--- src/design/round_robin_thread_scheduler_defines.svh ---
// ----------------------------------------------------------------------------
// round_robin_thread_scheduler_defines
// assertion macros shared by the scheduler's checking code
// ----------------------------------------------------------------------------
`ifndef ROUND_ROBIN_THREAD_SCHEDULER_DEFINES_SVH
`define ROUND_ROBIN_THREAD_SCHEDULER_DEFINES_SVH

// implication checked on every rising edge outside reset
`define RRTS_ASSERT_IMP(label, ante, cons) \
  label: assert property (@(posedge clk) disable iff (!rst_n) (ante) |-> (cons)) \
    else $error("rrts check failed");

// next-cycle implication
`define RRTS_ASSERT_NXT(label, ante, cons) \
  label: assert property (@(posedge clk) disable iff (!rst_n) (ante) |=> (cons)) \
    else $error("rrts check failed");

`endif

--- src/design/rrts_pkg.sv ---
// ----------------------------------------------------------------------------
// rrts_pkg
// shared types and constants of the round robin thread scheduler
// ----------------------------------------------------------------------------
package rrts_pkg;

  localparam int unsigned THREADS_DEF = 8;
  localparam int unsigned WAITERS_DEF = 4;
  localparam int unsigned SEMAS_DEF   = 4;

  localparam logic [2:0] FN_TICK   = 3'd0;
  localparam logic [2:0] FN_ADD    = 3'd1;
  localparam logic [2:0] FN_KILL   = 3'd2;
  localparam logic [2:0] FN_SLEEP  = 3'd3;
  localparam logic [2:0] FN_YIELD  = 3'd4;
  localparam logic [2:0] FN_WAIT   = 3'd5;
  localparam logic [2:0] FN_SIGNAL = 3'd6;
  localparam logic [2:0] FN_INIT   = 3'd7;

  localparam logic [1:0] ST_OK      = 2'd0;
  localparam logic [1:0] ST_NO_SLOT = 2'd1;
  localparam logic [1:0] ST_NO_RUN  = 2'd2;

  // controller to datapath
  typedef struct packed {
    logic load;      // capture the input item
    logic exec;      // apply the event's immediate effects
    logic scan_clr;  // start a scan at the slot after the running one
    logic scan_step; // look at one slot
    logic set_nrun;  // record no runnable thread
  } rrts_cmd_t;

  // datapath to controller
  typedef struct packed {
    logic need_scan; // the event switches threads
    logic scan_hit;  // current slot is runnable
    logic scan_last; // current slot is the final candidate
  } rrts_sts_t;

endpackage

--- src/design/rrts_ctrl.sv ---
// ----------------------------------------------------------------------------
// rrts_ctrl
// sequencer: capture, execute, round-robin scan when the event switches threads, then present the result
// ----------------------------------------------------------------------------
module rrts_ctrl (
  input  logic                clk,
  input  logic                rst_n,
  input  logic                in_valid,
  output logic                in_stall,
  output logic                out_valid,
  input  logic                out_stall,
  output rrts_pkg::rrts_cmd_t cmd,
  input  rrts_pkg::rrts_sts_t sts
);

  typedef enum logic [2:0] {S_IDLE, S_EXEC, S_SCAN, S_OUT} state_t;

  state_t state_r, state_nxt;
  logic   out_valid_r, out_valid_nxt;

  assign in_stall  = (state_r != S_IDLE);
  assign out_valid = out_valid_r;

  always_comb begin
    state_nxt     = state_r;
    out_valid_nxt = out_valid_r;
    cmd           = '0;
    unique case (state_r)
      S_IDLE: begin
        if (in_valid) begin
          cmd.load  = 1'b1;
          state_nxt = S_EXEC;
        end
      end
      S_EXEC: begin
        cmd.exec = 1'b1;
        if (sts.need_scan) begin
          cmd.scan_clr = 1'b1;
          state_nxt    = S_SCAN;
        end else begin
          out_valid_nxt = 1'b1;
          state_nxt     = S_OUT;
        end
      end
      S_SCAN: begin
        cmd.scan_step = 1'b1;
        if (sts.scan_hit) begin
          out_valid_nxt = 1'b1;
          state_nxt     = S_OUT;
        end else if (sts.scan_last) begin
          cmd.set_nrun  = 1'b1;
          out_valid_nxt = 1'b1;
          state_nxt     = S_OUT;
        end
      end
      S_OUT: begin
        if (!out_stall) begin
          out_valid_nxt = 1'b0;
          state_nxt     = S_IDLE;
        end
      end
      default: state_nxt = S_IDLE;
    endcase
  end

  always_ff @(posedge clk) begin
    if (!rst_n) begin
      state_r     <= S_IDLE;
      out_valid_r <= 1'b0;
    end else begin
      state_r     <= state_nxt;
      out_valid_r <= out_valid_nxt;
    end
  end

endmodule

--- src/design/rrts_dp.sv ---
// ----------------------------------------------------------------------------
// rrts_dp
// thread table, semaphores and waiter rings with a one-slot-a-cycle scan
// ----------------------------------------------------------------------------
module rrts_dp #(
  parameter int unsigned THREADS = rrts_pkg::THREADS_DEF,
  parameter int unsigned WAITERS = rrts_pkg::WAITERS_DEF,
  parameter int unsigned SEMAS   = rrts_pkg::SEMAS_DEF
) (
  input  logic                clk,
  input  logic                rst_n,
  input  rrts_pkg::rrts_cmd_t cmd,
  output rrts_pkg::rrts_sts_t sts,
  input  logic [2:0]          in_func,
  input  logic [1:0]          in_sema_index,
  input  logic [15:0]         in_sleep_ticks,
  input  logic signed [15:0]  in_init_value,
  output logic [2:0]          out_running_id,
  output logic [1:0]          out_status,
  output logic [2:0]          out_added_id,
  output logic signed [15:0]  out_sema_count
);

  localparam int TW = (THREADS > 1) ? $clog2(THREADS) : 1;
  localparam int WW = (WAITERS > 1) ? $clog2(WAITERS) : 1;
  localparam int SW = (SEMAS > 1) ? $clog2(SEMAS) : 1;
  localparam logic signed [15:0] SC_MAX = 16'sh7fff;
  localparam logic signed [15:0] SC_MIN = 16'sh8000;

  logic [2:0]  func_r;
  logic [1:0]  sidx_r;
  logic [15:0] ticks_r;
  logic [15:0] ival_r;

  logic [THREADS-1:0]  active_r, blocked_r;
  logic [15:0]         sleep_r [THREADS];
  logic [TW-1:0]       run_r, cand_r;
  logic [TW:0]         cnt_r;
  logic [1:0]          status_r;
  logic [2:0]          added_r;
  logic signed [15:0]  sema_r [SEMAS];
  logic [WW-1:0]       put_r [SEMAS];
  logic [WW-1:0]       get_r [SEMAS];
  logic [WAITERS-1:0]  wvalid_r [SEMAS];
  logic [TW-1:0]       wthr_r [SEMAS][WAITERS];

  logic           sok;
  logic [SW-1:0]  s;
  logic           free_found;
  logic [TW-1:0]  free_idx;
  logic           wait_blk;
  logic           sig_wake;
  logic [TW-1:0]  cand_inc, run_inc;

  assign sok = ({3'd0, sidx_r} < 5'(SEMAS));
  assign s   = SW'(sidx_r);

  always_comb begin
    free_found = 1'b0;
    free_idx   = '0;
    for (int i = THREADS - 1; i >= 0; i--) begin
      if (!active_r[i]) begin
        free_found = 1'b1;
        free_idx   = TW'(i);
      end
    end
  end

  assign wait_blk = sok && (sema_r[s] == 16'sd0) && !wvalid_r[s][put_r[s]];
  assign sig_wake = sok && wvalid_r[s][get_r[s]];

  assign cand_inc = (32'(cand_r) == THREADS - 1) ? '0 : cand_r + 1'b1;
  assign run_inc  = (32'(run_r) == THREADS - 1) ? '0 : run_r + 1'b1;

  assign sts.need_scan = (func_r == rrts_pkg::FN_KILL) || (func_r == rrts_pkg::FN_SLEEP) ||
                         (func_r == rrts_pkg::FN_YIELD) ||
                         ((func_r == rrts_pkg::FN_WAIT) && wait_blk);
  assign sts.scan_hit  = active_r[cand_r] && !blocked_r[cand_r] && (sleep_r[cand_r] == 16'd0);
  assign sts.scan_last = (32'(cnt_r) == THREADS - 1);

  always_ff @(posedge clk) begin
    if (!rst_n) begin
      active_r  <= '0;
      blocked_r <= '0;
      run_r     <= '0;
      cand_r    <= '0;
      cnt_r     <= '0;
      status_r  <= rrts_pkg::ST_OK;
      added_r   <= '0;
      for (int i = 0; i < THREADS; i++) sleep_r[i] <= '0;
      for (int j = 0; j < SEMAS; j++) begin
        sema_r[j]   <= '0;
        put_r[j]    <= '0;
        get_r[j]    <= '0;
        wvalid_r[j] <= '0;
      end
    end else begin
      if (cmd.load) begin
        func_r   <= in_func;
        sidx_r   <= in_sema_index;
        ticks_r  <= in_sleep_ticks;
        ival_r   <= in_init_value;
        status_r <= rrts_pkg::ST_OK;
        added_r  <= '0;
      end
      if (cmd.exec) begin
        case (func_r)
          rrts_pkg::FN_TICK: begin
            for (int i = 0; i < THREADS; i++)
              if (sleep_r[i] != 16'd0) sleep_r[i] <= sleep_r[i] - 16'd1;
          end
          rrts_pkg::FN_ADD: begin
            if (free_found) begin
              active_r[free_idx]  <= 1'b1;
              blocked_r[free_idx] <= 1'b0;
              added_r             <= 3'(free_idx);
            end else begin
              status_r <= rrts_pkg::ST_NO_SLOT;
            end
          end
          rrts_pkg::FN_KILL:  active_r[run_r] <= 1'b0;
          rrts_pkg::FN_SLEEP: sleep_r[run_r]  <= ticks_r;
          rrts_pkg::FN_WAIT: begin
            if (wait_blk) begin
              blocked_r[run_r]          <= 1'b1;
              wthr_r[s][put_r[s]]       <= run_r;
              wvalid_r[s][put_r[s]]     <= 1'b1;
              put_r[s]                  <= (32'(put_r[s]) == WAITERS - 1) ? '0 : put_r[s] + 1'b1;
            end else if (sok && sema_r[s] != SC_MIN) begin
              sema_r[s] <= sema_r[s] - 16'sd1;
            end
          end
          rrts_pkg::FN_SIGNAL: begin
            if (sig_wake) begin
              blocked_r[wthr_r[s][get_r[s]]] <= 1'b0;
              wvalid_r[s][get_r[s]]          <= 1'b0;
              get_r[s] <= (32'(get_r[s]) == WAITERS - 1) ? '0 : get_r[s] + 1'b1;
            end else if (sok && sema_r[s] != SC_MAX) begin
              sema_r[s] <= sema_r[s] + 16'sd1;
            end
          end
          rrts_pkg::FN_INIT: begin
            if (sok) begin
              sema_r[s]   <= ival_r;
              put_r[s]    <= '0;
              get_r[s]    <= '0;
              wvalid_r[s] <= '0;
            end
          end
          default: ;
        endcase
      end
      if (cmd.scan_clr) begin
        cand_r <= run_inc;
        cnt_r  <= '0;
      end
      if (cmd.scan_step) begin
        if (sts.scan_hit) run_r <= cand_r;
        cand_r <= cand_inc;
        cnt_r  <= cnt_r + 1'b1;
      end
      if (cmd.set_nrun) status_r <= rrts_pkg::ST_NO_RUN;
    end
  end

  assign out_running_id = 3'(run_r);
  assign out_status     = status_r;
  assign out_added_id   = added_r;
  assign out_sema_count = sok ? sema_r[s] : 16'sd0;

endmodule

--- src/design/round_robin_thread_scheduler.sv ---
// ----------------------------------------------------------------------------
// round_robin_thread_scheduler
// thread scheduler with round-robin switching and counting semaphores
// ----------------------------------------------------------------------------
//  channel  direction  handshake             fields
//  in_      input      in_valid / in_stall   func, sema_index, sleep_ticks, init_value
//  out_     output     out_valid / out_stall running_id, status, added_id, sema_count
//
//  an item is captured, executed and, in a switch, scanned over up to THREADS slots,
//  the scan steps through one thread slot a cycle
//  a new item is taken once the previous result has been handed over
//  synchronous active-low reset clears thread and semaphore state; waiter slots are marked empty
//  out_stall holds the result registers steady
// ----------------------------------------------------------------------------
`include "round_robin_thread_scheduler_defines.svh"

module round_robin_thread_scheduler #(
  parameter int unsigned THREADS = rrts_pkg::THREADS_DEF,
  parameter int unsigned WAITERS = rrts_pkg::WAITERS_DEF,
  parameter int unsigned SEMAS   = rrts_pkg::SEMAS_DEF
) (
  input  logic               clk,
  input  logic               rst_n,
  input  logic               in_valid,
  output logic               in_stall,
  input  logic [2:0]         in_func,
  input  logic [1:0]         in_sema_index,
  input  logic [15:0]        in_sleep_ticks,
  input  logic signed [15:0] in_init_value,
  output logic               out_valid,
  input  logic               out_stall,
  output logic [2:0]         out_running_id,
  output logic [1:0]         out_status,
  output logic [2:0]         out_added_id,
  output logic signed [15:0] out_sema_count
);

  // command and status between sequencer and datapath
  rrts_pkg::rrts_cmd_t cmd;
  rrts_pkg::rrts_sts_t sts;

  rrts_ctrl u_ctrl (
    .clk       (clk),
    .rst_n     (rst_n),
    .in_valid  (in_valid),
    .in_stall  (in_stall),
    .out_valid (out_valid),
    .out_stall (out_stall),
    .cmd       (cmd),
    .sts       (sts)
  );

  rrts_dp #(
    .THREADS (THREADS),
    .WAITERS (WAITERS),
    .SEMAS   (SEMAS)
  ) u_dp (
    .clk            (clk),
    .rst_n          (rst_n),
    .cmd            (cmd),
    .sts            (sts),
    .in_func        (in_func),
    .in_sema_index  (in_sema_index),
    .in_sleep_ticks (in_sleep_ticks),
    .in_init_value  (in_init_value),
    .out_running_id (out_running_id),
    .out_status     (out_status),
    .out_added_id   (out_added_id),
    .out_sema_count (out_sema_count)
  );

  // no new item while a result is pending
  `RRTS_ASSERT_IMP(a_busy_stall, out_valid, in_stall)
  // a held result stays put
  `RRTS_ASSERT_NXT(a_hold, out_valid && out_stall, out_valid && $stable(out_running_id) && $stable(out_status))
  // status is never the reserved code
  `RRTS_ASSERT_IMP(a_status, out_valid, out_status != 2'd3)

endmodule
--- config.mk ---
export PLATFORM = sky130hd
export DESIGN_NAME = round_robin_thread_scheduler
export DESIGN_NICKNAME = d
export VERILOG_FILES = /design/src/design/rrts_pkg.sv /design/src/design/rrts_ctrl.sv /design/src/design/rrts_dp.sv /design/src/design/round_robin_thread_scheduler.sv
export VERILOG_INCLUDE_DIRS = /design/src /design/src/design
export SDC_FILE = /design/constraint.sdc
export NUM_CORES = 1
export LEC_CHECK = 0
export BUFFER_PORTS_ARGS = -buffer_cell sky130_fd_sc_hd__buf_2
export CAP_MARGIN = 20
export CORE_MARGIN = 3
export CORE_UTILIZATION = 55
export DETAILED_ROUTE_END_ITERATION = 8
export GPL_TIMING_DRIVEN = 1
export PLACE_DENSITY = 0.72
export SKIP_CTS_REPAIR_TIMING = 1
export SKIP_LAST_GASP = 1
export SYNTH_ARGS = -nofsm -noshare
export SYNTH_HDL_FRONTEND = slang
export SYNTH_SLANG_ARGS = --single-unit
export TNS_END_PERCENT = 5
--- constraint.sdc ---
create_clock -name clk -period 5.1 [get_ports clk]
set_input_delay 1.275 -clock clk [delete_from_list [all_inputs] [get_ports clk]]
set_output_delay 1.275 -clock clk [all_outputs]
set_load 0.02 [all_outputs]
==> metrics.txt, run 1 <==
# TYPE chip_impl_metric gauge
chip_impl_metric{name="grt_pass1_wl",unit="mm"} 72.01
chip_impl_metric{name="antenna_cells",unit=""} 0
chip_impl_metric{name="start_util",unit="%"} 56.06
chip_impl_metric{name="syn_avg_cell_area",unit="um2"} 10.75
chip_impl_info{name="ys_dominant_reg_cell",value="sky130_fd_sc_hd__edfxtp_1"} 1
chip_impl_metric{name="clock-skew-final",unit="ns"} 0.01785
chip_impl_metric{name="setup_violations",unit=""} 0
chip_impl_metric{name="core_area",unit="mm2"} 0.03270
chip_impl_metric{name="core.rowCount",unit=""} 66
chip_impl_metric{name="grt_antenna_before_repair",unit=""} 0
chip_impl_info{name="holdPathEnd",value="u_dp.out_status[0]$_SDFF_PP0_"} 1
chip_impl_metric{name="via_per_inst",unit=""} 6.047
chip_impl_metric{name="synthesis.yosys.warnings",unit=""} 0
chip_impl_metric{name="globalRoute.totalOverflow",unit=""} 0
chip_impl_metric{name="final.min_clock_period",unit="ns"} 4.712
chip_impl_metric{name="cts.clk_slew.worst_paths",unit="ns"} 0.06
chip_impl_metric{name="seq_cells_post_synth",unit=""} 348
chip_impl_metric{name="timing.fmax",unit="GHz"} 0.2122
chip_impl_metric{name="fin_total_pwr",unit="W"} 0.007774
chip_impl_metric{name="grt_max_degree",unit=""} 53
chip_impl_info{name="path_class_of_the_lowest_slack_min_delay_path",value="reg -> reg"} 1
chip_impl_metric{name="dr_total_vias",unit=""} 13500
chip_impl_metric{name="drt_wl_total",unit="mm"} 45.68
chip_impl_metric{name="post_route_fraction_of_the_period_consumed_by_the_critical_path",unit="%"} 92.39
chip_impl_metric{name="static-leakage-power",unit="nW"} 7.162
chip_impl_metric{name="first_pass_iters",unit=""} 5
chip_impl_metric{name="antenna_left",unit=""} 0
chip_impl_metric{name="critical_path_required",unit="ns"} 5.37
chip_impl_metric{name="ctsLongestPathBuffers",unit=""} 3
chip_impl_metric{name="routed_wire_length_per_instance",unit="um"} 20.46
chip_impl_metric{name="post_route_setup_tns",unit="ns"} 0
chip_impl_metric{name="reg2reg_setup_slack",unit="ns"} 0.39
chip_impl_metric{name="top_level_ports",unit=""} 67
chip_impl_metric{name="worst_hold_slack",unit="ns"} 0.4778
chip_impl_metric{name="tightestPinTransition",unit="ns"} 1.034
chip_impl_info{name="path_cells",value="buf_6 -> mux4_2 -> nand4b_1 -> nor4_1 -> nor3_2 -> inv_1 -> buf_4 -> ha_1 -> a21o_1 -> or3_1 -> o21ai_0 -> o31ai_1 -> o221ai_1 -> mux2i_1 -> nor3_1"} 1
chip_impl_metric{name="placement.io_buffers",unit=""} 66
chip_impl_metric{name="timing.max_slew.rel_slack",unit="%"} 31.00
chip_impl_info{name="timing.rr.end",value="u_dp.sema_r[2][14]$_SDFFCE_PN0P_"} 1
chip_impl_info{name="setup_crit_end_kind",value="flop"} 1
chip_impl_metric{name="power_density",unit="mW/mm2"} 382.9
chip_impl_metric{name="ir_drop",unit="V"} 0.0003379
chip_impl_metric{name="die_x",unit="um"} 188.6
chip_impl_metric{name="synth_cells",unit=""} 1706
chip_impl_metric{name="layout-drive-gt1-share",unit="%"} 11.17
chip_impl_metric{name="grt.total_usage",unit="%"} 25.48
chip_impl_metric{name="fp.dieH",unit="um"} 188.6
chip_impl_info{name="status",value="completed"} 1
chip_impl_info{name="cts_root_buf",value="sky130_fd_sc_hd__clkbuf_16"} 1
chip_impl_metric{name="netlist-cell-type-count",unit=""} 71
chip_impl_metric{name="maxCapViolations",unit=""} 0
chip_impl_metric{name="worst_hold_path.num_cells",unit=""} 2
chip_impl_metric{name="gpl.final_weighted_congestion",unit=""} 0.9274
chip_impl_metric{name="die_area",unit="mm2"} 0.03556
chip_impl_metric{name="flow.area_growth_from_synthesis",unit="%"} 10.74
chip_impl_metric{name="cts_htree_levels",unit=""} 2
chip_impl_metric{name="reg2reg_depth",unit=""} 15
chip_impl_metric{name="mappedNetlistNets",unit=""} 1797
chip_impl_metric{name="critPathMaxStageDelay",unit="ns"} 0.60
chip_impl_metric{name="final_max_slew_viol_count",unit=""} 0
chip_impl_metric{name="seq_area_frac_synth",unit="%"} 54.87
chip_impl_metric{name="hold_violations",unit=""} 0
chip_impl_info{name="critical-path-slowest-cell",value="sky130_fd_sc_hd__mux4_2"} 1
chip_impl_metric{name="post-route-drc-count",unit=""} 0
chip_impl_info{name="tritoncts",value="built"} 1
chip_impl_info{name="unrepaired_setup_endpoints_after_global_routing",value="false"} 1
chip_impl_metric{name="cts-buffers-inserted",unit=""} 37
chip_impl_metric{name="clock_latency",unit="ns"} 0.53
chip_impl_info{name="worstSetupPathType",value="reg -> reg"} 1
chip_impl_metric{name="worst-path-max-fanout",unit=""} 22
chip_impl_metric{name="asyncSetResetFlopFracSynth",unit="%"} 0
chip_impl_metric{name="hpwl_detailed",unit="mm"} 30.60
chip_impl_metric{name="vias_in_the_first_global_route",unit=""} 13400
chip_impl_info{name="hold_path.startpoint",value="u_dp.out_status[0]$_SDFF_PP0_"} 1
chip_impl_metric{name="detailedRoute.firstIterationViolations",unit=""} 970
chip_impl_metric{name="cts_num_sinks",unit=""} 348
chip_impl_metric{name="finish.net_count",unit=""} 1853
chip_impl_metric{name="mappedNetlistArea",unit="mm2"} 0.01833
chip_impl_metric{name="cp_data_arrival_time",unit="ns"} 4.98
chip_impl_info{name="crit_path_start_kind",value="flop"} 1
chip_impl_metric{name="synth_enable_flop_cells",unit=""} 309
[kinds of logic after synthesis]
| family | after synthesis | synth area share (%) |
|---|---|---|
| compound gates | 317 | 10.26 |
| simple gates | 658 | 16.87 |
| fa+ha+maj | 50 | 3.453 |
| buf+inv | 143 | 3.283 |
| mux | 75 | 5.767 |
| xor+xnor | 115 | 5.494 |
| flops | 348 | 54.87 |
[synth_stat cells, drive strengths merged (23+ instances only)]
cell | number | area [um2]
xnor2 | 73 | 639.4
mux4 | 24 | 540.5
edfxtp | 309 | 9279
nor2 | 188 | 708.2
o21ai | 174 | 870.8
nor3 | 59 | 300.3
clkbuf | 64 | 245.2
dfxtp | 39 | 780.8
ha | 49 | 613.1
xor2 | 42 | 367.9
nor4 | 31 | 193.9
mux2i | 49 | 494.2
buf | 23 | 146.4
a21oi | 48 | 240.2
inv | 56 | 210.2
nand2 | 222 | 833.3
[metal layers]
layer,track usage (%),wire length [um],vias to the layer above
li1,-,-,6328
met1,32.73,18500,6534
met2,42.68,21870,501
met3,4.707,3238,135
met4,10.91,2061,0
met5,0,0,-
[area by class of cell]
| class | instances | area, um2 |
|---|---|---|
| Inverter | 56 | 210.2 |
| Clock buffer | 55 | 1066 |
| Sequential cell | 348 | 10060 |
| Timing Repair Buffer | 104 | 619.3 |
| Fill cell | 2678 | 12400 |
| Clock inverter | 12 | 106.4 |
| Tap cell | 442 | 553.0 |
| Multi-Input combinational cell | 1215 | 7685 |
[state kept, by name (all words and copies together), names as in the netlist, named ones only]
name,cells
u_dp.sleep_r,128
u_dp.sema_r,64
u_dp.wthr_r,48
u_dp.ival_r,16
u_dp.ticks_r,16
u_dp.wvalid_r,16
u_dp.active_r,8
u_dp.blocked_r,8
u_dp.get_r,8
u_dp.put_r,8
u_dp.cnt_r,4
u_dp.cand_r,3
u_dp.func_r,3
u_dp.out_added_id,3
u_dp.out_running_id,3
u_ctrl.state_r,2
u_dp.out_status,2
u_dp.s,2
u_ctrl.out_valid,1
[power by group]
part	switching, W	internal (W)	leakage, nW
combinational	0.000936	0.000594	3.18
clock	0.00107	0.00155	0.571
sequential	0.000290	0.00334	3.41
total	0.00229	0.00548	7.16
[metrics by stage]
stage / utilization (%) / cell area [um2] / std cells / setup WS [ns]
3_5_place_dp: 58.44 / 19110 / 2163 / 0.05358
4_1_cts: 62.02 / 20280 / 2230 / 0.05019
3_3_place_gp: 58.44 / 19110 / 2163 / 0.2137
5_1_grt: 62.09 / 20300 / 2232 / 0.04508
2_1_floorplan: - / 18330 / 1706 / 0.5449
6_report: 62.09 / 20300 / 2232 / 0.3880
[cell usage in the layout, fill, tap and decap left out, types with 49 or more instances in the layout]
master                     netlist  layout
sky130_fd_sc_hd__inv_1          56      56
sky130_fd_sc_hd__xnor2_1        73      73
sky130_fd_sc_hd__ha_1           49      49
sky130_fd_sc_hd__nand2_1       222     222
sky130_fd_sc_hd__nor3_1         58      58
sky130_fd_sc_hd__o21ai_0       174     173
sky130_fd_sc_hd__edfxtp_1      309     309
sky130_fd_sc_hd__nor2_1        187     186
sky130_fd_sc_hd__buf_2           6      66
[worst max-delay path, delay by kind of cell (launching register included)]
kind	cells	cell delay [ns]
AO/OA/AOI/OAI	4	0.85
multiplexers	2	0.96
adder cells (fa/ha/maj)	1	0.26
flip-flops	1	0.57
buffers and inverters	3	0.66
AND/OR/NAND/NOR	5	1.12
[worst max-delay path by stage]
stage               startpoint                          endpoint  slack, ns  cells past startpoint
CTS                       flop  u_dp.sema_r[2][14]$_SDFFCE_PN0P_       0.05                     15
floorplan                 flop  u_dp.sema_r[0][14]$_SDFFCE_PN0P_       0.54                     15
finish                    flop  u_dp.sema_r[2][14]$_SDFFCE_PN0P_       0.39                     15
detailed placement        flop  u_dp.sema_r[1][15]$_SDFFCE_PN0P_       0.05                     16
global placement          flop  u_dp.sema_r[1][15]$_SDFFCE_PN0P_       0.21                     16
global route              flop  u_dp.sema_r[1][15]$_SDFFCE_PN0P_       0.05                     16
No activity file was read; power rests on OpenSTA's default activity.
==> inputs of run 2 (changes only) <==
REMOVE_ABC_BUFFERS = 1   (was default)
SYNTH_HIERARCHICAL = 1   (was default)
==> metrics.txt, run 2 <==
# TYPE chip_impl_metric gauge
chip_impl_info{name="unrepaired_setup_endpoints_after_global_routing",value="false"} 1
chip_impl_metric{name="core.rowCount",unit=""} 66
chip_impl_info{name="cts_root_buf",value="sky130_fd_sc_hd__clkbuf_16"} 1
chip_impl_metric{name="antenna_cells",unit=""} 0
chip_impl_metric{name="fin_util",unit="%"} 62.18
chip_impl_info{name="layout.cells.most_common_list",value="sky130_fd_sc_hd__edfxtp_1, sky130_fd_sc_hd__nand2_1, sky130_fd_sc_hd__nor2_1, sky130_fd_sc_hd__o21ai_0, sky130_fd_sc_hd__xnor2_1"} 1
chip_impl_metric{name="cts_htree_levels",unit=""} 2
chip_impl_metric{name="placement.io_buffers",unit=""} 66
chip_impl_info{name="synth_largest_area_cell",value="sky130_fd_sc_hd__edfxtp_1"} 1
chip_impl_metric{name="cts.clk_slew.worst_paths",unit="ns"} 0.06
chip_impl_metric{name="ctsLongestPathBuffers",unit=""} 3
chip_impl_metric{name="asyncSetResetFlopFracSynth",unit="%"} 0
chip_impl_metric{name="tightestPinTransition",unit="ns"} 1.053
chip_impl_metric{name="timing.fmax",unit="GHz"} 0.2115
chip_impl_info{name="path_class_of_the_lowest_slack_min_delay_path",value="reg -> reg"} 1
chip_impl_info{name="synth_top_cells_by_count",value="sky130_fd_sc_hd__edfxtp_1, sky130_fd_sc_hd__nand2_1, sky130_fd_sc_hd__nor2_1, sky130_fd_sc_hd__o21ai_0, sky130_fd_sc_hd__xnor2_1"} 1
chip_impl_info{name="regMostFlops",value="u_dp/sleep_r"} 1
chip_impl_metric{name="hold_violations",unit=""} 0
chip_impl_metric{name="synth-compound-area-share",unit="%"} 10.33
chip_impl_metric{name="clock-skew-final",unit="ns"} 0.02802
chip_impl_metric{name="met1_usage",unit="%"} 37.85
chip_impl_metric{name="seq_cells_post_synth",unit=""} 348
chip_impl_metric{name="synth_cells",unit=""} 1696
chip_impl_metric{name="fp.dieH",unit="um"} 188.4
chip_impl_metric{name="post_synth_xor_area_fraction",unit="%"} 5.550
chip_impl_metric{name="sequential_cell_area_in_the_final_layout",unit="mm2"} 0.01006
chip_impl_metric{name="synth_fa_ha_area_share",unit="%"} 3.527
chip_impl_metric{name="fillerInstances",unit=""} 2673
chip_impl_metric{name="final_max_slew_viol_count",unit=""} 0
chip_impl_metric{name="gpl.final_weighted_congestion",unit=""} 0.8983
chip_impl_metric{name="power_density",unit="mW/mm2"} 379.5
chip_impl_metric{name="worst-path-max-fanout",unit=""} 8
chip_impl_metric{name="post-route-drc-count",unit=""} 0
chip_impl_metric{name="critical_path_required",unit="ns"} 5.36
chip_impl_info{name="layout.cells.most_common",value="sky130_fd_sc_hd__edfxtp_1"} 1
chip_impl_info{name="tritoncts",value="built"} 1
chip_impl_info{name="dominant_combinational_cell_family_by_area_after_synthesis",value="simple AND/OR/NAND/NOR gates"} 1
chip_impl_metric{name="cts_num_sinks",unit=""} 348
chip_impl_metric{name="die_x",unit="um"} 188.4
chip_impl_metric{name="cts-buffers-inserted",unit=""} 38
chip_impl_metric{name="synth_enable_flop_cells",unit=""} 309
chip_impl_metric{name="mappedNetlistArea",unit="mm2"} 0.01831
chip_impl_metric{name="grt_max_degree",unit=""} 57
chip_impl_metric{name="largest_register_ff_count",unit=""} 128
chip_impl_metric{name="first_pass_iters",unit=""} 6
chip_impl_metric{name="globalRoute.totalOverflow",unit=""} 0
chip_impl_metric{name="flow.area_growth_from_synthesis",unit="%"} 11.09
chip_impl_metric{name="met3_usage",unit="%"} 2.623
chip_impl_metric{name="core_area",unit="mm2"} 0.03270
chip_impl_metric{name="setup_violations",unit=""} 0
chip_impl_metric{name="static-leakage-power",unit="nW"} 7.217
chip_impl_metric{name="ir_drop",unit="V"} 0.0002832
chip_impl_info{name="worstSetupPathType",value="reg -> reg"} 1
chip_impl_info{name="setup_crit_end_kind",value="flop"} 1
chip_impl_metric{name="drt_wl_total",unit="mm"} 45.90
chip_impl_metric{name="routed_wire_length_per_instance",unit="um"} 20.64
chip_impl_metric{name="grt.total_usage",unit="%"} 25.74
chip_impl_metric{name="synthesis.yosys.warnings",unit=""} 6
chip_impl_metric{name="via_per_inst",unit=""} 6.129
chip_impl_metric{name="gr-usage-met2",unit="%"} 41.42
chip_impl_metric{name="netlist-cell-type-count",unit=""} 78
chip_impl_info{name="grt.busiest_layer",value="met2"} 1
chip_impl_metric{name="maxCapViolations",unit=""} 0
chip_impl_metric{name="vias_in_the_first_global_route",unit=""} 13340
chip_impl_metric{name="grt_antenna_before_repair",unit=""} 0
chip_impl_metric{name="top_level_ports",unit=""} 67
chip_impl_metric{name="area_of_all_placed_cells_without_fillers",unit="mm2"} 0.02033
chip_impl_metric{name="syn_avg_cell_area",unit="um2"} 10.79
chip_impl_metric{name="timing.max_slew.rel_slack",unit="%"} 29.56
chip_impl_metric{name="post_route_fraction_of_the_period_consumed_by_the_critical_path",unit="%"} 92.71
chip_impl_metric{name="synth.mux.area_fraction",unit="%"} 5.789
chip_impl_metric{name="cp_data_arrival_time",unit="ns"} 4.99
chip_impl_metric{name="post-synth-top-area-fraction",unit="%"} 50.69
chip_impl_metric{name="reg2reg_setup_slack",unit="ns"} 0.37
chip_impl_metric{name="die_area",unit="mm2"} 0.03551
chip_impl_info{name="status",value="completed"} 1
chip_impl_info{name="largest_cells_by_area_after_synthesis",value="sky130_fd_sc_hd__edfxtp_1, sky130_fd_sc_hd__nand2_1, sky130_fd_sc_hd__o21ai_0"} 1
chip_impl_metric{name="grt_pass1_wl",unit="mm"} 73.08
chip_impl_metric{name="layout-drive-gt1-share",unit="%"} 12.40
chip_impl_metric{name="hpwl_detailed",unit="mm"} 30.84
chip_impl_metric{name="finish.net_count",unit=""} 1847
chip_impl_metric{name="synthSimpleGateAreaFrac",unit="%"} 16.68
chip_impl_metric{name="dr_total_vias",unit=""} 13630
chip_impl_metric{name="seq_area_frac_synth",unit="%"} 54.96
chip_impl_info{name="ys_dominant_reg_cell",value="sky130_fd_sc_hd__edfxtp_1"} 1
chip_impl_metric{name="clock_latency",unit="ns"} 0.52
chip_impl_info{name="yosys.cell_count.top_type",value="sky130_fd_sc_hd__edfxtp_1"} 1
chip_impl_metric{name="start_util",unit="%"} 55.98
chip_impl_metric{name="final.min_clock_period",unit="ns"} 4.728
chip_impl_metric{name="multi_input_comb_area",unit="mm2"} 0.007696
chip_impl_metric{name="detailedRoute.firstIterationViolations",unit=""} 1719
chip_impl_metric{name="antenna_left",unit=""} 0
chip_impl_metric{name="placed_area",unit="mm2"} 0.01914
chip_impl_info{name="crit_path_start_kind",value="flop"} 1
## run 2: worst paths after layout
| kind | cells past startpoint | start | to |
|---|---|---|---|
| hold / removal | 2 | u_dp/out_added_id[0]$_SDFF_PN0_ | u_dp/out_added_id[0]$_SDFF_PN0_ |
| setup / recovery | 16 | u_dp/get_r[1][0]$_SDFFCE_PN0P_ | u_dp/sema_r[0][12]$_SDFFCE_PN0P_ |
| hold reg to reg | 2 | u_dp/out_added_id[0]$_SDFF_PN0_ | u_dp/out_added_id[0]$_SDFF_PN0_ |
| setup reg to reg | 16 | u_dp/get_r[1][0]$_SDFFCE_PN0P_ | u_dp/sema_r[0][12]$_SDFFCE_PN0P_ |
## run 2: layout make-up
| class | instances | area share (%) |
|---|---|---|
| Clock buffer | 49 | 4.947 |
| Clock inverter | 18 | 0.7630 |
| Inverter | 58 | 1.071 |
| Multi-Input combinational cell | 1203 | 37.85 |
| Sequential cell | 348 | 49.49 |
| Tap cell | 442 | 2.720 |
| Timing Repair Buffer | 106 | 3.163 |
## run 2: logic make-up (layout without fill, tap and decap cells)
group / count (synthesis) / count (layout)
compound gates: 320 / 320
mux: 70 / 70
simple gates: 646 / 646
xor+xnor: 116 / 116
fa+ha+maj: 51 / 51
buf+inv: 145 / 231
flops: 348 / 348
## run 2: power by group
group | internal, W | switching (W)
Combinational | 0.000603 | 0.000933
Clock | 0.00150 | 0.00110
Sequential | 0.00333 | 0.000247
Total | 0.00544 | 0.00228
## run 2: stage by stage
step	instances	hold slack (ns)	TNS, ns	total power, W	worst slack [ns]
2_1_floorplan	1609	0.4742	-1.482	0.004603	-0.2401
3_3_place_gp	2157	0.4797	-0.09360	0.005104	-0.03341
3_5_place_dp	2157	0.4853	-0.9061	0.005139	-0.2258
4_1_cts	2224	0.4933	-1.280	0.007738	-0.2643
5_1_grt	2224	0.5266	0	0.008043	0.09222
6_report	2224	0.4858	0	0.007717	0.3718
## run 2: critical path, stage by stage, from the launching register on
cell	delay, ns
sky130_fd_sc_hd__edfxtp_1	0.56
sky130_fd_sc_hd__mux2i_1	0.15
sky130_fd_sc_hd__mux2_2	0.33
sky130_fd_sc_hd__inv_1	0.17
sky130_fd_sc_hd__mux2i_1	0.20
sky130_fd_sc_hd__nor2_1	0.10
sky130_fd_sc_hd__nor4_4	0.48
sky130_fd_sc_hd__inv_1	0.27
sky130_fd_sc_hd__ha_1	0.40
sky130_fd_sc_hd__nor2b_1	0.17
sky130_fd_sc_hd__o21a_1	0.17
sky130_fd_sc_hd__o21ai_0	0.25
sky130_fd_sc_hd__a211oi_1	0.17
sky130_fd_sc_hd__o21ai_1	0.38
sky130_fd_sc_hd__a211oi_1	0.16
sky130_fd_sc_hd__a311oi_2	0.38
sky130_fd_sc_hd__nor2_1	0.10
## run 2: routing by layer
layer,wire length (um),part of all wire [%],vias up
li1,-,-,6307
met1,19610,43,6644
met2,21590,47,598
met3,3536,7.7,81
met4,1172,2.6,0
met5,0,0,-
